## src/design/pmtu_pkg.sv

```systemverilog
// Shared types and constants for the path MTU search controller.
`default_nettype none

package pmtu_pkg;

   // Field widths
   localparam int unsigned LEN_W   = 16;
   localparam int unsigned BOUND_W = 18;
   localparam int unsigned CODE_W  = 8;

   // Default size limits per address family
   localparam int unsigned MIN_MTU_V4_DEF   = 68;
   localparam int unsigned MIN_MTU_V6_DEF   = 1280;
   localparam int unsigned MAX_DGRAM_V4_DEF = 65535;
   localparam int unsigned MAX_DGRAM_V6_DEF = 65535;

   // Reset value of the upper bound register
   localparam logic [LEN_W-1:0] UPPER_LIMIT_RST = 16'd1500;

   // ICMP / ICMPv6 message types and codes of interest
   localparam logic [7:0] ICMP4_ECHO_REPLY      = 8'd0;
   localparam logic [7:0] ICMP4_DEST_UNREACH    = 8'd3;
   localparam logic [7:0] ICMP4_TIME_EXCEEDED   = 8'd11;
   localparam logic [7:0] ICMP4_CODE_FRAG_NEED  = 8'd4;
   localparam logic [7:0] V6_TYPE_UNREACH       = 8'd1;
   localparam logic [7:0] V6_TYPE_TOO_BIG       = 8'd2;
   localparam logic [7:0] V6_TYPE_HOP_LIMIT     = 8'd3;
   localparam logic [7:0] V6_TYPE_ECHO_REPLY    = 8'd129;

   // Config register indexes
   typedef enum logic [1:0] {
      CSR_IPV6_MODE   = 2'd0,
      CSR_UPPER_LIMIT = 2'd1,
      CSR_PROBE_ID    = 2'd2
   } csr_index_type;

   // Event kinds on the request channel
   typedef enum logic [1:0] {
      EV_START         = 2'd0,
      EV_LOCAL_TOO_BIG = 2'd1,
      EV_TIMEOUT       = 2'd2,
      EV_REPLY         = 2'd3
   } event_type;

   // Classified reply (identifier already checked)
   typedef enum logic [2:0] {
      RK_IGNORE        = 3'd0,
      RK_ECHO4         = 3'd1,
      RK_FRAG_NEEDED   = 3'd2,
      RK_UNREACH       = 3'd3,
      RK_TIME_EXCEEDED = 3'd4,
      RK_ECHO6         = 3'd5,
      RK_TOO_BIG6      = 3'd6
   } reply_kind_type;

   // Result status codes
   typedef enum logic [2:0] {
      ST_PROBE         = 3'd0,
      ST_WAIT          = 3'd1,
      ST_DONE          = 3'd2,
      ST_BAD_LIMIT     = 3'd3,
      ST_NO_REPLY      = 3'd4,
      ST_UNREACH       = 3'd5,
      ST_TIME_EXCEEDED = 3'd6
   } status_type;

   // Classified command passed from front to back
   typedef struct packed {
      event_type          ev;
      logic               v6;
      reply_kind_type     kind;
      logic               limit_bad;
      logic [LEN_W-1:0]   upper;
      logic [LEN_W-1:0]   min_mtu;
      logic [CODE_W-1:0]  code;
      logic [LEN_W-1:0]   seq;
      logic [LEN_W-1:0]   next_hop_mtu;
   } cmd_type;

endpackage

`default_nettype wire

```

## src/design/pmtu_front.sv

```systemverilog
// Front end: config registers and event classification.
`default_nettype none

module pmtu_front #(
   parameter int unsigned MIN_MTU_V4   = 68,
   parameter int unsigned MIN_MTU_V6   = 1280,
   parameter int unsigned MAX_DGRAM_V4 = 65535,
   parameter int unsigned MAX_DGRAM_V6 = 65535
) (
   input  wire logic                  clock,
   input  wire logic                  reset,
   input  wire logic                  csr_wen,
   input  wire logic [1:0]            csr_index,
   input  wire logic [15:0]           csr_wdata,
   input  wire logic [1:0]            req_mode,
   input  wire logic [7:0]            req_icmp_type,
   input  wire logic [7:0]            req_icmp_code,
   input  wire logic [15:0]           req_echo_ident,
   input  wire logic [15:0]           req_echo_seq,
   input  wire logic [15:0]           req_next_hop_mtu,
   output pmtu_pkg::cmd_type          cmd
);
   import pmtu_pkg::*;

   localparam logic [LEN_W-1:0] MIN4 = LEN_W'(MIN_MTU_V4);
   localparam logic [LEN_W-1:0] MIN6 = LEN_W'(MIN_MTU_V6);
   localparam logic [LEN_W-1:0] MAX4 = LEN_W'(MAX_DGRAM_V4);
   localparam logic [LEN_W-1:0] MAX6 = LEN_W'(MAX_DGRAM_V6);

   logic              ipv6_mode_ff, ipv6_mode_in;
   logic [LEN_W-1:0]  upper_limit_ff, upper_limit_in;
   logic [LEN_W-1:0]  probe_id_ff, probe_id_in;
   logic [LEN_W-1:0]  min_mtu, max_dgram;
   reply_kind_type    kind;

   // Config register writes
   always_comb begin
      ipv6_mode_in   = ipv6_mode_ff;
      upper_limit_in = upper_limit_ff;
      probe_id_in    = probe_id_ff;
      if (csr_wen) begin
         unique case (csr_index)
            CSR_IPV6_MODE:   ipv6_mode_in   = csr_wdata[0];
            CSR_UPPER_LIMIT: upper_limit_in = csr_wdata;
            CSR_PROBE_ID:    probe_id_in    = csr_wdata;
            default: ;
         endcase
      end
   end

   always_ff @(posedge clock) begin
      if (reset) begin
         ipv6_mode_ff   <= 1'b0;
         upper_limit_ff <= UPPER_LIMIT_RST;
         probe_id_ff    <= '0;
      end else begin
         ipv6_mode_ff   <= ipv6_mode_in;
         upper_limit_ff <= upper_limit_in;
         probe_id_ff    <= probe_id_in;
      end
   end

   assign min_mtu   = ipv6_mode_ff ? MIN6 : MIN4;
   assign max_dgram = ipv6_mode_ff ? MAX6 : MAX4;

   // Reply classification by family; a foreign identifier is ignored
   always_comb begin
      kind = RK_IGNORE;
      if (!ipv6_mode_ff) begin
         unique case (req_icmp_type)
            ICMP4_ECHO_REPLY:    kind = RK_ECHO4;
            ICMP4_DEST_UNREACH:  kind = (req_icmp_code == ICMP4_CODE_FRAG_NEED) ?
                                        RK_FRAG_NEEDED : RK_UNREACH;
            ICMP4_TIME_EXCEEDED: kind = RK_TIME_EXCEEDED;
            default:             kind = RK_IGNORE;
         endcase
      end else begin
         unique case (req_icmp_type)
            V6_TYPE_ECHO_REPLY:  kind = RK_ECHO6;
            V6_TYPE_TOO_BIG:     kind = RK_TOO_BIG6;
            V6_TYPE_HOP_LIMIT:   kind = RK_TIME_EXCEEDED;
            V6_TYPE_UNREACH:     kind = RK_UNREACH;
            default:             kind = RK_IGNORE;
         endcase
      end
      if (req_echo_ident != probe_id_ff) kind = RK_IGNORE;
   end

   // Build the command item
   always_comb begin
      cmd.ev           = event_type'(req_mode);
      cmd.v6           = ipv6_mode_ff;
      cmd.kind         = kind;
      cmd.limit_bad    = (upper_limit_ff > max_dgram) || (upper_limit_ff < min_mtu);
      cmd.upper        = upper_limit_ff;
      cmd.min_mtu      = min_mtu;
      cmd.code         = req_icmp_code;
      cmd.seq          = req_echo_seq;
      cmd.next_hop_mtu = req_next_hop_mtu;
   end

endmodule

`default_nettype wire

```

## src/design/pmtu_cmd_fifo.sv

```systemverilog
// Short command queue between front and back end.
`default_nettype none

module pmtu_cmd_fifo #(
   parameter int unsigned DEPTH = 2
) (
   input  wire logic              clock,
   input  wire logic              reset,
   input  wire logic              push,
   input  pmtu_pkg::cmd_type      push_data,
   output logic                   full,
   input  wire logic              pop,
   output pmtu_pkg::cmd_type      pop_data,
   output logic                   valid
);
   import pmtu_pkg::*;

   localparam int unsigned PTR_W = (DEPTH > 1) ? $clog2(DEPTH) : 1;
   localparam int unsigned CNT_W = $clog2(DEPTH + 1);
   localparam logic [PTR_W-1:0] LAST = PTR_W'(DEPTH - 1);

   cmd_type           mem_ff [DEPTH];
   logic [PTR_W-1:0]  wr_ptr_ff, wr_ptr_in;
   logic [PTR_W-1:0]  rd_ptr_ff, rd_ptr_in;
   logic [CNT_W-1:0]  count_ff, count_in;
   logic              do_push, do_pop;

   assign full     = (count_ff == CNT_W'(DEPTH));
   assign valid    = (count_ff != '0);
   assign do_push  = push && !full;
   assign do_pop   = pop && valid;
   assign pop_data = mem_ff[rd_ptr_ff];

   // Pointer and fill count update
   always_comb begin
      wr_ptr_in = wr_ptr_ff;
      rd_ptr_in = rd_ptr_ff;
      count_in  = count_ff;
      if (do_push) wr_ptr_in = (wr_ptr_ff == LAST) ? '0 : wr_ptr_ff + 1'b1;
      if (do_pop)  rd_ptr_in = (rd_ptr_ff == LAST) ? '0 : rd_ptr_ff + 1'b1;
      if (do_push && !do_pop)      count_in = count_ff + 1'b1;
      else if (!do_push && do_pop) count_in = count_ff - 1'b1;
   end

   always_ff @(posedge clock) begin
      if (reset) begin
         wr_ptr_ff <= '0;
         rd_ptr_ff <= '0;
         count_ff  <= '0;
      end else begin
         wr_ptr_ff <= wr_ptr_in;
         rd_ptr_ff <= rd_ptr_in;
         count_ff  <= count_in;
      end
   end

   // Storage
   always_ff @(posedge clock) begin
      if (do_push) mem_ff[wr_ptr_ff] <= push_data;
   end

endmodule

`default_nettype wire

```

## src/design/pmtu_back.sv

```systemverilog
// Back end: search state, bound updates and the result register.
`default_nettype none

module pmtu_back (
   input  wire logic              clock,
   input  wire logic              reset,
   input  wire logic              cmd_valid,
   input  pmtu_pkg::cmd_type      cmd,
   output logic                   cmd_pop,
   input  wire logic              rsp_pop,
   output logic                   rsp_empty,
   output logic [2:0]             rsp_status,
   output logic [15:0]            rsp_probe_length,
   output logic [15:0]            rsp_probe_seq,
   output logic [15:0]            rsp_result_mtu,
   output logic [7:0]             rsp_error_code
);
   import pmtu_pkg::*;

   typedef enum logic [1:0] {
      ACT_ADVANCE = 2'd0,
      ACT_WAIT    = 2'd1,
      ACT_FAIL    = 2'd2,
      ACT_DONE    = 2'd3
   } action_type;

   logic [BOUND_W-1:0] low_ff, low_in;
   logic [BOUND_W-1:0] high_ff, high_in;
   logic [LEN_W-1:0]   seq_ff, seq_in;
   logic               tbs_ff, tbs_in;
   logic               search_ff, search_in;

   logic               out_valid_ff, out_valid_in;
   status_type         status_ff, status_in;
   logic [LEN_W-1:0]   len_ff, len_in;
   logic [LEN_W-1:0]   pseq_ff, pseq_in;
   logic [LEN_W-1:0]   mtu_ff, mtu_in;
   logic [CODE_W-1:0]  code_ff, code_in;

   logic [BOUND_W:0]   sum_cur, sum_new;
   logic [BOUND_W-1:0] mid_cur, mid_new, lowered, min_ext, nh_ext;
   action_type         act;
   status_type         fail_status;
   logic [CODE_W-1:0]  fail_code;
   logic [LEN_W-1:0]   done_mtu;
   logic               seq_match;

   assign cmd_pop   = cmd_valid && (!out_valid_ff || rsp_pop);
   assign rsp_empty = !out_valid_ff;

   // Midpoint of the current bounds
   assign sum_cur = {1'b0, low_ff} + {1'b0, high_ff};
   assign mid_cur = sum_cur[BOUND_W:1];
   assign lowered = (mid_cur != '0) ? mid_cur - 1'b1 : '0;
   assign min_ext = {{(BOUND_W-LEN_W){1'b0}}, cmd.min_mtu};
   assign nh_ext  = {{(BOUND_W-LEN_W){1'b0}}, cmd.next_hop_mtu};
   assign seq_match = (cmd.seq == seq_ff);

   // Event handling: new bounds and the kind of answer
   always_comb begin
      low_in      = low_ff;
      high_in     = high_ff;
      tbs_in      = tbs_ff;
      search_in   = search_ff;
      act         = ACT_WAIT;
      fail_status = ST_UNREACH;
      fail_code   = '0;
      done_mtu    = '0;
      if (cmd.ev == EV_START) begin
         low_in = min_ext;
         high_in = {{(BOUND_W-LEN_W){1'b0}}, cmd.upper};
         tbs_in = 1'b0;
         if (cmd.limit_bad) begin
            search_in   = 1'b0;
            act         = ACT_FAIL;
            fail_status = ST_BAD_LIMIT;
         end else begin
            search_in = 1'b1;
            act       = ACT_ADVANCE;
         end
      end else if (search_ff) begin
         unique case (cmd.ev)
            EV_LOCAL_TOO_BIG: begin
               if (!cmd.v6) begin
                  high_in = lowered;
                  act     = ACT_ADVANCE;
               end
            end
            EV_TIMEOUT: begin
               if (high_ff <= min_ext + 1'b1) begin
                  search_in   = 1'b0;
                  act         = ACT_FAIL;
                  fail_status = ST_UNREACH;
               end else begin
                  high_in = lowered;
                  tbs_in  = 1'b0;
                  act     = ACT_ADVANCE;
               end
            end
            EV_REPLY: begin
               if (seq_match) begin
                  unique case (cmd.kind)
                     RK_ECHO4: begin
                        low_in = mid_cur + 1'b1;
                        act    = ACT_ADVANCE;
                     end
                     RK_FRAG_NEEDED: begin
                        high_in = lowered;
                        act     = ACT_ADVANCE;
                     end
                     RK_UNREACH: begin
                        search_in   = 1'b0;
                        act         = ACT_FAIL;
                        fail_status = ST_UNREACH;
                        fail_code   = cmd.code;
                     end
                     RK_TIME_EXCEEDED: begin
                        search_in   = 1'b0;
                        act         = ACT_FAIL;
                        fail_status = ST_TIME_EXCEEDED;
                        fail_code   = cmd.code;
                     end
                     RK_ECHO6: begin
                        if (tbs_ff) begin
                           search_in = 1'b0;
                           act       = ACT_DONE;
                           done_mtu  = mid_cur[LEN_W-1:0];
                        end else begin
                           low_in = mid_cur + 1'b1;
                           act    = ACT_ADVANCE;
                        end
                     end
                     RK_TOO_BIG6: begin
                        tbs_in = 1'b1;
                        if (nh_ext < low_ff) begin
                           high_in   = '0;
                           search_in = 1'b0;
                           act       = ACT_DONE;
                           done_mtu  = cmd.next_hop_mtu;
                        end else begin
                           high_in = {nh_ext[BOUND_W-2:0], 1'b0} - low_ff;
                           act     = ACT_ADVANCE;
                        end
                     end
                     default: act = ACT_WAIT;
                  endcase
               end
            end
            default: act = ACT_WAIT;
         endcase
      end
   end

   // Midpoint of the updated bounds for the next probe
   assign sum_new = {1'b0, low_in} + {1'b0, high_in};
   assign mid_new = sum_new[BOUND_W:1];

   // Result item and sequence counter
   always_comb begin
      seq_in    = seq_ff;
      status_in = ST_WAIT;
      len_in    = '0;
      pseq_in   = '0;
      mtu_in    = '0;
      code_in   = '0;
      unique case (act)
         ACT_ADVANCE: begin
            if (high_in >= low_in) begin
               seq_in    = seq_ff + 1'b1;
               status_in = ST_PROBE;
               len_in    = mid_new[LEN_W-1:0];
               pseq_in   = seq_ff + 1'b1;
            end else begin
               status_in = ST_DONE;
               mtu_in    = mid_new[LEN_W-1:0];
            end
         end
         ACT_FAIL: begin
            status_in = fail_status;
            code_in   = fail_code;
         end
         ACT_DONE: begin
            status_in = ST_DONE;
            mtu_in    = done_mtu;
         end
         default: status_in = ST_WAIT;
      endcase
   end

   // Result register holds an item from execution until it is popped
   always_comb begin
      out_valid_in = out_valid_ff;
      if (cmd_pop)      out_valid_in = 1'b1;
      else if (rsp_pop) out_valid_in = 1'b0;
   end

   // Search state registers, updated when an item executes; the search also ends when an advance finds crossed bounds
   always_ff @(posedge clock) begin
      if (reset) begin
         low_ff       <= '0;
         high_ff      <= '0;
         seq_ff       <= '0;
         tbs_ff       <= 1'b0;
         search_ff    <= 1'b0;
         out_valid_ff <= 1'b0;
      end else begin
         out_valid_ff <= out_valid_in;
         if (cmd_pop) begin
            low_ff    <= low_in;
            high_ff   <= high_in;
            seq_ff    <= seq_in;
            tbs_ff    <= tbs_in;
            search_ff <= (act == ACT_ADVANCE && high_in < low_in) ? 1'b0 : search_in;
         end
      end
   end

   // Result payload
   always_ff @(posedge clock) begin
      if (cmd_pop) begin
         status_ff <= status_in;
         len_ff    <= len_in;
         pseq_ff   <= pseq_in;
         mtu_ff    <= mtu_in;
         code_ff   <= code_in;
      end
   end

   assign rsp_status       = status_ff;
   assign rsp_probe_length = len_ff;
   assign rsp_probe_seq    = pseq_ff;
   assign rsp_result_mtu   = mtu_ff;
   assign rsp_error_code   = code_ff;

endmodule

`default_nettype wire

```

## src/design/path_mtu_search_controller_core.sv

```systemverilog
// Top level of the path MTU search controller.
//
// Usage: events enter on the req_ queue port (req_push / req_full) and are
// taken when req_push is high and req_full is low. Each event yields exactly
// one result on the rsp_ queue port; the oldest result is shown while
// rsp_empty is low and is taken when rsp_pop is high.
// Config registers (ipv6_mode, upper_limit, probe_id at indexes 0..2) are
// written through csr_wen / csr_index / csr_wdata; the user must write them
// only while the block is idle, as the block itself does not enforce it.
// An accepted event is stored in the command queue, then executed by the
// back end into the result register. Throughput: one event per cycle while
// rsp_pop is high each cycle; a two-entry command queue sits between the
// classifier and the back end.
// When rsp_pop stays low, the result register holds, the command queue
// fills and req_full rises; nothing is lost.
// Reset (synchronous, active high) empties both queues, clears the search
// state to idle and restores the config registers to their defaults.
`default_nettype none

module path_mtu_search_controller_core #(
   parameter int unsigned MIN_MTU_V4   = pmtu_pkg::MIN_MTU_V4_DEF,
   parameter int unsigned MIN_MTU_V6   = pmtu_pkg::MIN_MTU_V6_DEF,
   parameter int unsigned MAX_DGRAM_V4 = pmtu_pkg::MAX_DGRAM_V4_DEF,
   parameter int unsigned MAX_DGRAM_V6 = pmtu_pkg::MAX_DGRAM_V6_DEF
) (
   input  wire logic         clock,
   input  wire logic         reset,
   input  wire logic         csr_wen,
   input  wire logic [1:0]   csr_index,
   input  wire logic [15:0]  csr_wdata,
   input  wire logic         req_push,
   output logic              req_full,
   input  wire logic [1:0]   req_mode,
   input  wire logic [7:0]   req_icmp_type,
   input  wire logic [7:0]   req_icmp_code,
   input  wire logic [15:0]  req_echo_ident,
   input  wire logic [15:0]  req_echo_seq,
   input  wire logic [15:0]  req_next_hop_mtu,
   output logic              rsp_empty,
   input  wire logic         rsp_pop,
   output logic [2:0]        rsp_status,
   output logic [15:0]       rsp_probe_length,
   output logic [15:0]       rsp_probe_seq,
   output logic [15:0]       rsp_result_mtu,
   output logic [7:0]        rsp_error_code
);
   import pmtu_pkg::*;

   cmd_type  front_cmd;
   cmd_type  queue_cmd;
   logic     queue_valid;
   logic     back_pop;

   // Config and classification
   pmtu_front #(
      .MIN_MTU_V4   (MIN_MTU_V4),
      .MIN_MTU_V6   (MIN_MTU_V6),
      .MAX_DGRAM_V4 (MAX_DGRAM_V4),
      .MAX_DGRAM_V6 (MAX_DGRAM_V6)
   ) u_front (
      .clock            (clock),
      .reset            (reset),
      .csr_wen          (csr_wen),
      .csr_index        (csr_index),
      .csr_wdata        (csr_wdata),
      .req_mode         (req_mode),
      .req_icmp_type    (req_icmp_type),
      .req_icmp_code    (req_icmp_code),
      .req_echo_ident   (req_echo_ident),
      .req_echo_seq     (req_echo_seq),
      .req_next_hop_mtu (req_next_hop_mtu),
      .cmd              (front_cmd)
   );

   // Command queue
   pmtu_cmd_fifo #(
      .DEPTH (2)
   ) u_fifo (
      .clock     (clock),
      .reset     (reset),
      .push      (req_push),
      .push_data (front_cmd),
      .full      (req_full),
      .pop       (back_pop),
      .pop_data  (queue_cmd),
      .valid     (queue_valid)
   );

   // Search execution and result register
   pmtu_back u_back (
      .clock            (clock),
      .reset            (reset),
      .cmd_valid        (queue_valid),
      .cmd              (queue_cmd),
      .cmd_pop          (back_pop),
      .rsp_pop          (rsp_pop),
      .rsp_empty        (rsp_empty),
      .rsp_status       (rsp_status),
      .rsp_probe_length (rsp_probe_length),
      .rsp_probe_seq    (rsp_probe_seq),
      .rsp_result_mtu   (rsp_result_mtu),
      .rsp_error_code   (rsp_error_code)
   );

   // Back end only executes items that are queued
   a_pop_needs_item: assert property (@(posedge clock) disable iff (reset)
      back_pop |-> queue_valid)
      else $error("back end consumed an item from an empty queue");

   // An executed item always lands in the result register
   a_exec_gives_result: assert property (@(posedge clock) disable iff (reset)
      back_pop |=> !rsp_empty)
      else $error("executed item produced no result");

   // A push into an empty queue is visible to the back end next cycle
   a_push_reaches_back: assert property (@(posedge clock) disable iff (reset)
      (req_push && !req_full && !queue_valid) |=> queue_valid)
      else $error("accepted item did not reach the command queue");

   // Nothing is offered in the first cycle after reset
   a_reset_empty: assert property (@(posedge clock)
      (!reset && $past(reset)) |-> rsp_empty)
      else $error("result shown right after reset");

endmodule

`default_nettype wire
```

## config.mk

```make
export PLATFORM = sky130hd
export DESIGN_NAME = path_mtu_search_controller_core
export DESIGN_NICKNAME = d
export VERILOG_FILES = /design/src/design/pmtu_pkg.sv /design/src/design/pmtu_front.sv /design/src/design/pmtu_cmd_fifo.sv /design/src/design/pmtu_back.sv /design/src/design/path_mtu_search_controller_core.sv
export SDC_FILE = /design/constraint.sdc
export NUM_CORES = 1
export LEC_CHECK = 0
export ABC_CLOCK_PERIOD_IN_PS = 15400
export BUFFER_PORTS_ARGS = -buffer_cell sky130_fd_sc_hd__buf_2
export CAP_MARGIN = 20
export CORE_ASPECT_RATIO = 1.5
export CORE_MARGIN = 2
export CORE_UTILIZATION = 23
export CTS_CLUSTER_SIZE = 25
export DETAILED_ROUTE_END_ITERATION = 6
export GPL_TIMING_DRIVEN = 0
export PLACE_DENSITY = 0.35
export SYNTH_ARGS = -nofsm -noshare
export SYNTH_HDL_FRONTEND = slang
export SYNTH_SLANG_ARGS = --single-unit
export TNS_END_PERCENT = 30
```

## constraint.sdc

```tcl
create_clock -name clock -period 15.4 [get_ports clock]
set_clock_uncertainty 0.1 [all_clocks]
set_input_delay 3.08 -clock clock [delete_from_list [all_inputs] [get_ports clock]]
set_output_delay 3.08 -clock clock [all_outputs]
set_load 0.1 [all_outputs]
```

==> reports/results.tsv <==
metric	value	unit
status	complete, no violations	
Power Density	221	nW/um^2
library cells used by synthesis	88	
register bit total from synthesis	280	
Die Span X	227	um
post-synth top area share	32.7	%
cell taking the most area after synthesis	edfxtp_1	
Cell Int Power	2.12	mW
Post-Synthesis Mean Instance Area	9.45	um^2
# setup viols final	0	
DRT Wirelength	73900	um
FMAX	89.3	MHz
post-CTS sizing	0	
Die Y	339	um
I/O pin count	150	
clk slew on worst S/H paths	0.06	ns
CP Launch Type	flip-flop	
HPWL after DPL	59400	um
WS Path Type	flip-flop to flip-flop	
Rel. slew slack	23.3	%
Post-synth ARST share	0	%
Switching Fraction	52.9	%
number of global-route vias before repair	14900	
CP max FO	10	
CP max stage cell	clkbuf_1	
Tcrit/Tclk final	72.8	%
grt ovf	0	
first-pass GRT wire length	106000	um
syn nets	2007	
largest net degree at the start of global routing	56	
area of the core	73900	um^2
RSZ-0062 raised after global routing	no	
wire per inst	24.4	um
Worst Setup End Kind	flip-flop	
Layout Cells excl Fill	3023	
ys flop type	edfxtp_1	
largest cells by area after synthesis	edfxtp_1 (33%), dfxtp_1 (11%), ha_1 (7.1%)	
Mapped Cells	1819	
drc violations	0	
WP data required	15.62	ns
# port buffers	148	
root buf cell	clkbuf_16	
Flop pwr share	24.2	%
via-per-instance ratio	4.88	
CP arrival	11.43	ns
mapped cell area	17200	um^2
Final ANT Viol Nets	0	
Max clock buf depth	3	
Slew @ Worst Pin	1.14	ns
EDFF count, synth	187	
Post-CTS Setup Bufs	0	
Final Net Count	2195	
Ys Warns	0	
Clock H-tree levels	1	
LEAKAGE	7.33	nW
Filler cells	7979	
most common cell after layout, fill and taps aside	nand2_1	
VDD IR max	0.110	mV
Clk pwr share	16.5	%
GR Util All Layers	19.0	%
max-cap violations	0	
register area share after synthesis	43.5	%
routability cong.	0.921	
# clock sinks	280	
Largest stage delay, worst path	0.67	ns
Initial DRT Pass Iterations	5	
latest clock arrival within the worst-skew pair	0.60	ns
max-slew violations	0	
antenna fix cells	0	
TritonCTS clock tree	yes	
Die ar.	77000	um^2
hold crit path type	flip-flop to flip-flop	
layout cells sized above 1	12.6	%
Combinational Power Share	59.3	%
most frequent cells in the layout	nand2_1 (207), edfxtp_1 (187), nor2_1 (173), buf_2 (154), a21oi_1 (147)	
post-cts hold buffer count	0	
setup tns final	0	ns
cts bufs inserted	30	
row count	122	
sw power	2.38	mW
initial antenna violation count	0	
Initial Util	23.3	%
P&R area growth vs syn	18.0	%
Final Hold Viols	0	
placed cell count	2967	
via count	14800	
Final min period	11.20	ns
initial DRC count	891	
## per-stage QoR
step / utilization (%) / hold WS [ns] / area (um^2) / total power [mW] / setup slack [ns]
2_1_floorplan: - / 0.325 / 17200 / 2.88 / 7.68
6_report: 27.5 / 0.362 / 20300 / 4.49 / 4.20
3_3_place_gp: 26.0 / 0.343 / 19200 / 3.77 / 3.10
5_1_grt: 27.5 / 0.372 / 20300 / 4.75 / 3.44
4_1_cts: 27.5 / 0.361 / 20300 / 4.54 / 4.11
3_5_place_dp: 26.2 / 0.346 / 19300 / 3.77 / 4.16
## sequential cells by signal, indices dropped and copies added (netlist names), named ones only
register / count
u_fifo.count_ff: 2
u_back.rsp_probe_seq: 16
u_back.search_ff: 1
u_back.rsp_probe_length: 16
u_front.probe_id_ff: 16
u_front.upper_limit_ff: 16
u_back.high_ff: 18
u_back.rsp_error_code: 8
u_back.rsp_result_mtu: 16
u_back.rsp_status: 3
u_back.tbs_ff: 1
u_back.seq_ff: 16
u_front.ipv6_mode_ff: 1
u_fifo.mem_ff: 128
u_back.low_ff: 18
u_back.out_valid_ff: 1
u_fifo.wr_ptr_ff: 1
u_fifo.rd_ptr_ff: 1
## per-layer routing
layer	vias up	wire length [um]	track usage, %
met3	139	2660	2.05
met4	0	5750	12.8
met2	419	37900	34.4
li1	7063	-	-
met5	-	0	0
met1	7131	27600	20.6
## synth_stat cells, types with 6 or more instances
library cell  count
mux2i_1          60
nand2_1         207
and3_1           17
a21oi_1         147
nor2_1          174
o22ai_1          19
o21a_1           13
a211oi_1         23
dfxtp_1          93
nand4_1          18
o221ai_1          6
nand2b_1         13
nor3_1           41
buf_1             8
a31oi_1          15
o21ai_0          67
a211o_1          13
nand3_1          41
o31ai_1          13
or3_1            12
edfxtp_1        187
xnor2_1          84
nor3b_1           8
ha_1             97
nand3b_1         14
mux2_2           19
o211ai_1         15
a221oi_1         10
a22oi_1          21
and2_1           20
nor2b_1          17
a21o_1           23
and4_1            9
nor4_1           20
inv_1            77
clkbuf_1         64
xor2_1           28
## final timing paths
path | start | endpoint | slack (ns) | depth (start not counted)
hold reg to reg | u_front.upper_limit_ff[1]$_SDFFE_PP0P_ | u_fifo.mem_ff[0][52]$_DFFE_PP_ | 0.36 | 0
hold / removal | u_front.upper_limit_ff[1]$_SDFFE_PP0P_ | u_fifo.mem_ff[0][52]$_DFFE_PP_ | 0.36 | 0
setup / recovery | flip-flop | u_back.rsp_probe_length[10]$_SDFFCE_PN0P_ | 4.20 | 33
setup reg to reg | flip-flop | u_back.rsp_probe_length[10]$_SDFFCE_PN0P_ | 4.20 | 33
## cells by family after synthesis
logic type	share of synthesized area, %
AO/OA/AOI/OAI	17.2
XOR/XNOR	5.70
adder cells (fa/ha/maj)	7.29
buffers and inverters	3.59
flip-flops	43.5
multiplexers	4.74
AND/OR/NAND/NOR	18.0
## critical path, delay by kind of cell, from the launching register on
| family | cells | cell delay (ns) |
|---|---|---|
| multiplexers | 1 | 0.50 |
| AO/OA/AOI/OAI | 15 | 4.10 |
| buffers and inverters | 9 | 3.76 |
| AND/OR/NAND/NOR | 6 | 1.39 |
| flip-flops | 1 | 0.31 |
| adder cells (fa/ha/maj) | 2 | 0.75 |
## power by group through the flow
stage | Sequential [mW] | Combinational [mW] | Clock, mW
2_1_floorplan | 1.53 | 1.35 | 0
3_3_place_gp | 1.13 | 2.64 | 0
3_5_place_dp | 1.11 | 2.66 | 0
4_1_cts | 1.09 | 2.68 | 0.772
5_1_grt | 1.10 | 2.85 | 0.795
6_report | 1.09 | 2.67 | 0.740
## area by class of cell
| cell class | instances | area [um^2] | area share [%] |
|---|---|---|---|
| Timing Repair Buffer | 156 | 860 | 4.23 |
| Tap cell | 992 | 1240 | 6.11 |
| Buffer | 80 | 329 | 1.62 |
| Multi-Input combinational cell | 1381 | 9120 | 44.9 |
| Inverter | 78 | 293 | 1.44 |
| Sequential cell | 280 | 7480 | 36.8 |
| Clock buffer | 43 | 861 | 4.24 |
| Clock inverter | 13 | 116 | 0.573 |
No activity file was read; power rests on OpenSTA's default activity.
